File: src/rtl/bitmap_id_set_pop_min_macros.svh
// assertion macros used by the id set datapath
`ifndef BITMAP_ID_SET_POP_MIN_MACROS_SVH
`define BITMAP_ID_SET_POP_MIN_MACROS_SVH

// same-cycle implication, checked on every rising edge out of reset
`define BIPM_ASSERT_NOW(lbl, ante, cons) \
    lbl: assert property (@(posedge clk) disable iff (!rst_n) (ante) |-> (cons)) \
        else $error("bipm same-cycle check failed");

// next-cycle implication
`define BIPM_ASSERT_NEXT(lbl, ante, cons) \
    lbl: assert property (@(posedge clk) disable iff (!rst_n) (ante) |=> (cons)) \
        else $error("bipm next-cycle check failed");

`endif

File: src/rtl/bipm_pkg.sv
// shared request codes, widths and controller/datapath interface types
`timescale 1ns / 1ps

package bipm_pkg;

    localparam int IN_DATA_W  = 16;
    localparam int IN_USER_W  = 2;
    localparam int OUT_DATA_W = 56;
    localparam int PID_W      = 16;
    localparam int CNT_OUT_W  = 17;

    localparam logic [1:0] REQ_MARK  = 2'd0;
    localparam logic [1:0] REQ_QUERY = 2'd1;
    localparam logic [1:0] REQ_POP   = 2'd2;

    typedef struct packed {
        logic load;
        logic look;
        logic scan;
        logic commit;
    } bipm_cmd_t;

    typedef struct packed {
        logic pop_hit;
        logic out_free;
    } bipm_stat_t;

endpackage

File: src/rtl/bipm_ctrl.sv
// request sequencer: accept, summary lookup, word scan, update
`timescale 1ns / 1ps

module bipm_ctrl
    import bipm_pkg::*;
(
    input  logic       clk,
    input  logic       rst_n,
    input  logic       s_tvalid,
    output logic       s_tready,
    input  bipm_stat_t stat,
    output bipm_cmd_t  cmd
);

    localparam logic [1:0] ST_IDLE   = 2'd0;
    localparam logic [1:0] ST_LOOK   = 2'd1;
    localparam logic [1:0] ST_SCAN   = 2'd2;
    localparam logic [1:0] ST_UPDATE = 2'd3;

    logic [1:0] state_reg;
    logic [1:0] state_next;

    always_comb
    begin
        state_next = state_reg;
        cmd        = '0;
        case (state_reg)
            ST_IDLE:
            begin
                cmd.load = s_tvalid;
                if (s_tvalid)
                begin
                    state_next = ST_LOOK;
                end
            end
            ST_LOOK:
            begin
                cmd.look = 1'b1;
                // only a pop on a nonempty set needs the second level scan
                state_next = stat.pop_hit ? ST_SCAN : ST_UPDATE;
            end
            ST_SCAN:
            begin
                cmd.scan   = 1'b1;
                state_next = ST_UPDATE;
            end
            ST_UPDATE:
            begin
                cmd.commit = stat.out_free;
                if (stat.out_free)
                begin
                    state_next = ST_IDLE;
                end
            end
            default:
            begin
                state_next = ST_IDLE;
            end
        endcase
    end

    assign s_tready = (state_reg == ST_IDLE);

    always_ff @(posedge clk or negedge rst_n)
    begin
        if (!rst_n)
        begin
            state_reg <= ST_IDLE;
        end
        else
        begin
            state_reg <= state_next;
        end
    end

endmodule

File: config.mk
export PLATFORM = sky130hd
export DESIGN_NAME = bipm_ctrl
export DESIGN_NICKNAME = d
export VERILOG_FILES = /design/src/rtl/bitmap_id_set_pop_min_macros.svh /design/src/rtl/bipm_pkg.sv /design/src/rtl/bipm_ctrl.sv
export SDC_FILE = /design/constraint.sdc
export NUM_CORES = 1
export LEC_CHECK = 0
export ABC_CLOCK_PERIOD_IN_PS = 1400
export BUFFER_PORTS_ARGS = -buffer_cell sky130_fd_sc_hd__buf_2
export CAP_MARGIN = 20
export CORE_AREA = 4 4 41 43
export CTS_CLUSTER_SIZE = 28
export DETAILED_ROUTE_END_ITERATION = 10
export DIE_AREA = 0 0 45 47
export PLACE_DENSITY_LB_ADDON = 0.25
export SETUP_SLACK_MARGIN = 0.1
export SYNTH_ARGS = -nofsm -noshare
export SYNTH_HDL_FRONTEND = slang
export SYNTH_SLANG_ARGS = --single-unit
File: constraint.sdc
create_clock -name clk -period 1.4 [get_ports clk]
set_input_delay 0.07 -clock clk [delete_from_list [all_inputs] [get_ports clk]]
set_output_delay 0.07 -clock clk [all_outputs]
set_load 0.02 [all_outputs]
======== Word level (Yosys, flattened, before mapping) ========
Index checks and enable logic that the tools add are counted.
W data, S select, Z words.
word-level totals
  flip-flop bits (word level) ............. 2
  output and inout port bits .............. 5
  input port bits ......................... 5
cells by class
  eq/ne operators ......................... 5
  reductions and logical operators ........ 2
  multiplexer cells ....................... 8
operators with widths
  operator              number
  $pmux W2 S4           1
  $mux W1               5
  $eq A2 B2 Y1 const B  2
  $mux W2               2
  $ne A2 B2 Y1 const B  2
  $eq A2 B1 Y1 const B  1
  $logic_not A2 Y1      1
  $reduce_and A2 Y1     1

======== Longest topological paths before layout ========
Gate-level depths: netlist of run 1.
  word-level depth ........................ 3
  depth in mapped cells ................... 5

======== Worst setup path after synthesis of run 1 ========
No wires, ideal clock.
  path type ............................... register to register
  start point ............................. register state_reg[0]
  end point ............................... register state_reg[1]
  arrival time ............................ 1.270 ns
  data required time ...................... 1.275 ns
  path slack .............................. 0.005 ns
  cell stages (with the launch flop) ...... 5
  clock period less this slack ............ 1.395 ns
  path through ............................ dfrtp_1 inv_1 ha_1 a21o_1 mux2_4
between the ends
  cells in the longest elaborated chain, start to end .. 3
  elaborated cells between the ends (all ways) .. 8
  those cells by class .................... 5 x eq/ne; 1 x mux; 2 x reduce/logical
RTL lines
  item                                line             source
  start, declared                     bipm_ctrl.sv:20  logic [1:0] state_reg;
  start signal, assigned              bipm_ctrl.sv:72  state_reg <= state_next;
  $logic_not A2 Y1 *                  n/a
  net s_tready                        bipm_ctrl.sv:10  output logic s_tready,
  $ne A2 B2 Y1 (no source line)       n/a
  $reduce_and A2 Y1 (no source line)  n/a
Mark *: on every way through the listed nets, which the timed path passes. The rest lies on a longest branch.
A chain may end at the register's enable or synchronous reset.

======== Worst setup path in the final report of run 1 ========
  start point ............................. register state_reg[0]
  end point ............................... register state_reg[1]
between the ends
  cells in the longest elaborated chain, start to end .. 3
  elaborated cells between the ends (all ways) .. 8
  those cells by class .................... 5 x eq/ne; 1 x mux; 2 x reduce/logical
RTL lines
  item                                              line             source
  $eq A2 B2 Y1 or $logic_not A2 Y1 (tied branches)  bipm_ctrl.sv:27  case (state_reg)
  $ne A2 B2 Y1 (no source line)                     n/a
  $reduce_and A2 Y1 (no source line)                n/a
Several ways; a longest one is shown, not always the timed one.

==> results by group, run 1 <==
Cells and area
  – Post-route cell area: 348 sq um
  – Share of cells above drive strength 1: 67.6%
  – Post-route insts no fill: between 40 and 50
  – Antenna Cells: 0
  – Nets: 45
  – Final Util: 26.7%
  – Max FFs per register: 2
  – Synth-to-layout area growth: 87.8%

Setup path
  – CP Launch Type: flop
  – Arrival @ worst endpoint: between 1 and 1.5 ns
  – Crit-path cells: ha_2 -> nor2b_4 -> a21o_1 -> mux2_4
  – CP Class: reg -> reg
  – Worst endpoint required time: 1.50 ns
  – CP max stage delay: 0.41 ns
  – Crit Path Max Fanout: 4
  – CP max-delay cell: dfrtp_1
  – Critical path capture point type: flop

Timing
  – Max Slew Vio Count: 0
  – RSZ-0062 raised after global routing: yes
  – Setup TNS: 0 ns
  – Tightest Pin Transition: 0.217 ns
  – Max-slew headroom: 85.4%
  – Period utilization: 93.6%
  – Fmax: between 0.7 and 0.8 GHz
  – Final hold vios: 0
  – PnR worst setup slack: about 0.09 ns
  – Crit path time final: 1.31 ns
  – Setup violations, final: 0
  – Fin Clk Skew: approximately 0.00031 ns
  – Hold_ws: approximately 0.16 ns

Logic synthesis
  – FFs w/ async S/R, synth: 100%
  – Mapped Nets: 27
  – Synth Area per Inst: a little over 10 sq um
  – Synth Area in XOR/XNOR: 0%
  – Synth top cells by count: ha_1 (4), and2_1 (2), dfrtp_1 (2), inv_1 (2), o31ai_1 (2)
  – Mapped cell area: 185 sq um
  – Synthesis-stage register bit count: 2
  – Most used DFF post-synth: dfrtp_1
  – Cell with the most instances after synthesis: ha_1
  – Adder-cell share of the synthesized area: 27.0%
  – Main combinational cell family by area after synthesis: adder cells
  – Synth top area share: 27.0%
  – Cell taking the most area after synthesis: dfrtp_1
  – Top cells by area, synth: dfrtp_1 (27%), ha_1 (27%), mux2_4 (8.1%), o31ai_1 (8.1%), nor2b_4 (7.4%)
  – Complex-gate fraction of the synthesized area: about an eighth
  – Seq/Total Area, Yosys: 27.0%
  – Distinct cell type count after synthesis: 11
  – YS warnings: 0
  – Synthesized instance count: 18
  – Post-synthesis simple-gate area fraction: between 10% and 20%
  – EDFF count, synth: 0
  – Mux cell area share after synthesis: 8.11%

Power and ir drop
  – Pwr dens: 2310 mW/mm^2
  – LEAKAGE: 0.178 nW
  – Final Total Pwr: 805 uW
  – Maximum VDD drop: 0.783 mV

Flow run
  – Max_cap viols: 0

Placed design
  – Setup WS pre-CTS: 0.0494 ns
  – GP Congestion: between 0.5 and 0.6
  – DP Cell Count: 42
  – PortBufs: 9
  – Area after DPL: 262 sq um

Clocking
  – Clock tree sinks: 2
  – Cts bufs inserted: 3
  – Skew-Pair Late Insertion Delay: ~0.22 ns
  – Root Driver: clkbuf_4
  – H-tree levels: 1
  – Clk buf depth: 2
  – CTS tree: built
  – Clk slew on worst S/H paths: approximately 0.030 ns

Global routing
  – Gr usage total: just over 4%
  – Initial antenna violation count: 0
  – First-pass GRT wire length: 621 microns
  – GR peak layer: met2
  – Largest net degree at the start of global routing: 6
  – Met1 usage: 4.78%
  – Vias in the first global route: 162
  – GRT overflow: 0
  – GRT met3 Usage: 1.53%
  – GRT met2 Usage: 5.65%

Die
  – Chip Height: 47 microns
  – Row cnt: 13
  – Die area: ~0.0021 sq mm
  – IO Count: 10
  – Initial Util: 14.2%
  – Total core area: 0.00130 sq mm
  – Die W: 45 microns

Drt
  – Pre-Repair DR Iteration Count: 1
  – Residual DRC count: 0
  – Final ANT Viol Nets: 0
  – Via count: 169
  – DRT iter0 DRCs: 0
  – DR vias/cell: 3.45
  – Routed len/inst: 8.33 microns
  – Final WL: just over 400 microns

Min path
  – Worst hold path type: in -> async

Status
  – Outcome: complete, no violations
## what timing repair did
action | in CTS | in global routing
resized for setup | 1 | 6
hold buffers | 1 | 0
buffers inserted | 2 | 1
endpoints found under the setup margin | 2 | 3
pin swaps | 1 | 1
endpoints found under the hold margin | 2 | 0
## critical path, delay by kind of cell (launching register included)
family	cells	cell delay, ns
AO/OA/AOI/OAI	1	0.17
adder cells (fa/ha/maj)	1	0.19
flip-flops	1	0.41
multiplexers	1	0.29
AND/OR/NAND/NOR	1	0.13
## final cells by class
class / count / area [sq um]
flip-flops and latches: 2 / 50.0
well taps: 15 / 18.8
inverters: 3 / 11.3
clock buffers: 3 / 22.5
fillers: 147 / 953
multi-input cells: 13 / 164
repair buffers: 13 / 81.3
## where the power goes
| group | internal, mW | leakage [nW] | switching [mW] |
|---|---|---|---|
| Combinational | 0.293 | 0.141 | 0.266 |
| Clock | 0.0943 | 0.0138 | 0.0298 |
| Sequential | 0.0914 | 0.0237 | 0.0305 |
| Total | 0.479 | 0.178 | 0.326 |
## cell usage in the layout, fill, tap and decap left out, drive strengths merged
| cell type | Yosys | routed |
|---|---|---|
| a21o | 1 | 1 |
| and2 | 2 | 2 |
| buf | 0 | 12 |
| clkbuf | 0 | 3 |
| dfrtp | 2 | 2 |
| dlygate4sd3 | 0 | 1 |
| ha | 4 | 4 |
| inv | 3 | 3 |
| mux2 | 1 | 1 |
| nor2 | 1 | 1 |
| nor2b | 2 | 2 |
| o31ai | 2 | 2 |
## routing by layer
metal | routed length (microns) | vias up | part of all wire (%)
met3 | 45 | 0 | 11
met2 | 185 | 7 | 45
li1 | - | 90 | -
met4 | 0 | 0 | 0
met1 | 178 | 72 | 44
met5 | 0 | - | 0
## path summary, 6_finish.rpt
kind	depth (start not counted)	to	from	slack, ns
worst min-delay path	2	state_reg[1]	rst_n	0.16
worst min register to register	2	state_reg[0]	state_reg[0]	0.64
min in group clk	4	state_reg[0]	stat[1]	0.23
worst max register to register	4	state_reg[1]	state_reg[0]	0.09
worst max-delay path	4	state_reg[1]	state_reg[0]	0.09
max in group asynchronous	2	state_reg[0]	rst_n	1.15
## logic make-up (layout without fill, tap and decap cells)
group	count (synthesis)	count (layout)
and+or+nand+nor	5	5
adders and majority gates	4	4
AOI/OAI and AO/OA	3	3
buffers and inverters	3	19
DFF	2	2
muxes	1	1
(Power assumes the default switching activity.)
==> inputs of run 2 (changes only) <==
--- a/config.mk
+++ b/config.mk
@@ -14,2 +14,3 @@
 export DIE_AREA = 0 0 45 47
+export HOLD_SLACK_MARGIN = 0.05
 export PLACE_DENSITY_LB_ADDON = 0.25
==> constraint.sdc (replaced) <==
create_clock -name clk -period 1.4 [get_ports clk]
set_input_delay 0.14 -clock clk [delete_from_list [all_inputs] [get_ports clk]]
set_output_delay 0.14 -clock clk [all_outputs]
set_load 0.02 [all_outputs]
==> run 2 against run 1 <==
Effect of this change: worst setup slack worse by 0.0059 ns; largest power group unchanged; design area is 2.2% higher; maximum frequency decreased by 0.45%; largest cell class unchanged; utilization is 0.58 points higher; clock power about the same.
==> results by group, run 2 (synthesis results as in run 1) <==
Status
  – Outcome: complete, no violations

Clocking
  – Clk slew on worst S/H paths: 0.03 ns (about the same)
  – Skew-Pair Late Insertion Delay: 0.22 ns (about the same)
  – H-tree levels: 1 (unchanged)
  – Clk buf depth: 2 (unchanged)
  – CTS tree: built
  – Root Driver: clkbuf_4
  – Clock tree sinks: 2 (unchanged)
  – Cts bufs inserted: 3 (unchanged)

Setup path
  – Cell family with most CP delay: flip-flops
  – CP max stage delay: 0.42 ns (about the same)
  – Worst r2r dst: state_reg[1]
  – Crit-path cells: ha_2 -> nor2b_4 -> a21o_1 -> mux2_4
  – Register-to-Register Setup Slack: 0.08 ns (about the same)
  – Crit Path Max Fanout: 4 (unchanged)
  – Critical path capture point type: flop
  – Arrival @ worst endpoint: 1.42 ns (about the same)
  – Cells on worst reg2reg path: 4 (unchanged)
  – RR Startpoint: state_reg[0]
  – Critical path buffer and inverter count: 0 (unchanged)
  – CP Launch Type: flop
  – Worst endpoint required time: 1.50 ns (about the same)
  – CP Class: reg -> reg
  – CP Depth: 4 (unchanged)
  – CP max-delay cell: dfrtp_2

Power and ir drop
  – LEAKAGE: 0.176 nW (-1.1%)
  – Maximum VDD drop: 0.818 mV (+4.5%)
  – Pwr dens: 2320 mW/mm^2 (+0.20%)

Global routing
  – GRT overflow: 0 (unchanged)
  – Gr usage total: 4.03% (unchanged)
  – Largest net degree at the start of global routing: 6 (unchanged)
  – Initial antenna violation count: 0 (unchanged)
  – First-pass GRT wire length: 621 microns (unchanged)
  – Vias in the first global route: 162 (unchanged)

Drt
  – DRT iter0 DRCs: 0 (unchanged)
  – Routed len/inst: 8.14 microns (-2.2%)
  – Pre-Repair DR Iteration Count: 1 (unchanged)
  – Final ANT Viol Nets: 0 (unchanged)
  – Residual DRC count: 0 (unchanged)
  – DR vias/cell: 3.55 (+3.0%)
  – Final WL: 399 microns (-2.2%)
  – Via count: 174 (+3.0%)

Cells and area
  – Synth-to-layout area growth: 91.9%
  – Antenna Cells: 0 (unchanged)
  – Max FFs per register: 2 (unchanged)
  – Share of cells above drive strength 1: 76.5% (+8.8 points)
  – Post-route cell area: 355 sq um (+2.2%)
  – Final Util: 27.3% (+0.58 points)
  – Most frequent cells in the layout: buf_2 (8), inv_2 (3), clkbuf_4 (3)
  – Nets: 45 (unchanged)
  – Most common cell after layout, fill and taps aside: buf_2

Placed design
  – PortBufs: 9 (unchanged)
  – Setup WS pre-CTS: 0.0494 ns (unchanged)
  – Area after DPL: 262 sq um (unchanged)
  – GP Congestion: 0.592 (unchanged)

Flow run
  – Max_cap viols: 0 (unchanged)

Timing
  – Final hold vios: 0 (unchanged)
  – Max-slew headroom: 85.5% (+0.12 points)
  – Period utilization: 94.1% (+0.42 points)
  – Fin Clk Skew: 0.0000290 ns (-0.000281 ns)
  – Crit path time final: 1.32 ns (+0.00590 ns)
  – Setup violations, final: 0 (unchanged)
  – Fmax: 0.759 GHz (-0.45%)
  – RSZ-0062 raised after global routing: yes
  – PnR worst setup slack: 0.0831 ns (-0.00590 ns)
  – Setup TNS: 0 ns (unchanged)
  – Tightest Pin Transition: 0.215 ns (-0.00179 ns)
  – Max Slew Vio Count: 0 (unchanged)

Die
  – IO Count: 10 (unchanged)
  – Total core area: 0.00130 sq mm (unchanged)
  – Row cnt: 13 (unchanged)
  – Chip Height: 47 microns (unchanged)
  – Die area: 0.00212 sq mm (unchanged)
  – Die W: 45 microns (unchanged)
  – Initial Util: 14.2% (unchanged)

Min path
  – Worst hold path type: in -> async
## run 2: stage by stage
stage	hold slack, ns	instances	power, mW
2_1_floorplan	-0.156	18	0.469
3_3_place_gp	-0.0738	42	0.555
3_5_place_dp	-0.0730	42	0.567
4_1_cts	0.223	48	0.760
5_1_grt	0.253	49	0.892
6_report	0.231	49	0.824
## run 2: cell type report
| cell class | count | area [sq um] |
|---|---|---|
| clock buffers | 3 | 22.5 |
| flip-flops and latches | 2 | 51.3 |
| fillers | 145 | 946 |
| multi-input cells | 13 | 164 |
| repair buffers | 13 | 87.6 |
| inverters | 3 | 11.3 |
| well taps | 15 | 18.8 |
## run 2: worst register-to-register path, delay by kind of cell, from the launching register on
kind	cells	cell delay, ns
AO/OA/AOI/OAI	1	0.17
adder cells (fa/ha/maj)	1	0.18
flip-flops	1	0.42
multiplexers	1	0.29
AND/OR/NAND/NOR	1	0.13
## run 2: what timing repair did
action	in CTS	in global routing
hold endpoints to repair	2	0
setup endpoints to repair	3	4
pin swaps	1	1
hold buffers	1	0
setup buffers	2	1
resized for setup	4	8
## run 2: per-layer routing
| layer | global-route usage [%] | wire (microns) | up-vias |
|---|---|---|---|
| met5 | 0 | 0 | - |
| met4 | 3.51 | 0 | 0 |
| met3 | 1.53 | 44 | 0 |
| met2 | 5.65 | 182 | 7 |
| met1 | 4.78 | 172 | 75 |
| li1 | - | - | 92 |
## run 2: worst max path at each step
stage	start	endpoint	slack, ns
6_report	state_reg[0]	state_reg[1]	0.08
5_1_grt	state_reg[0]	state_reg[1]	0.06
4_1_cts	state_reg[0]	state_reg[1]	0.08
3_5_place_dp	state_reg[0]	state_reg[1]	0.05
3_3_place_gp	state_reg[0]	state_reg[1]	0.04
2_1_floorplan	state_reg[0]	state_reg[1]	0.10
## run 2: report_power, final
part | internal, mW | total (mW) | switching, mW
logic | 0.304 | 0.570 | 0.266
clock network | 0.0944 | 0.124 | 0.0300
registers | 0.0943 | 0.130 | 0.0353
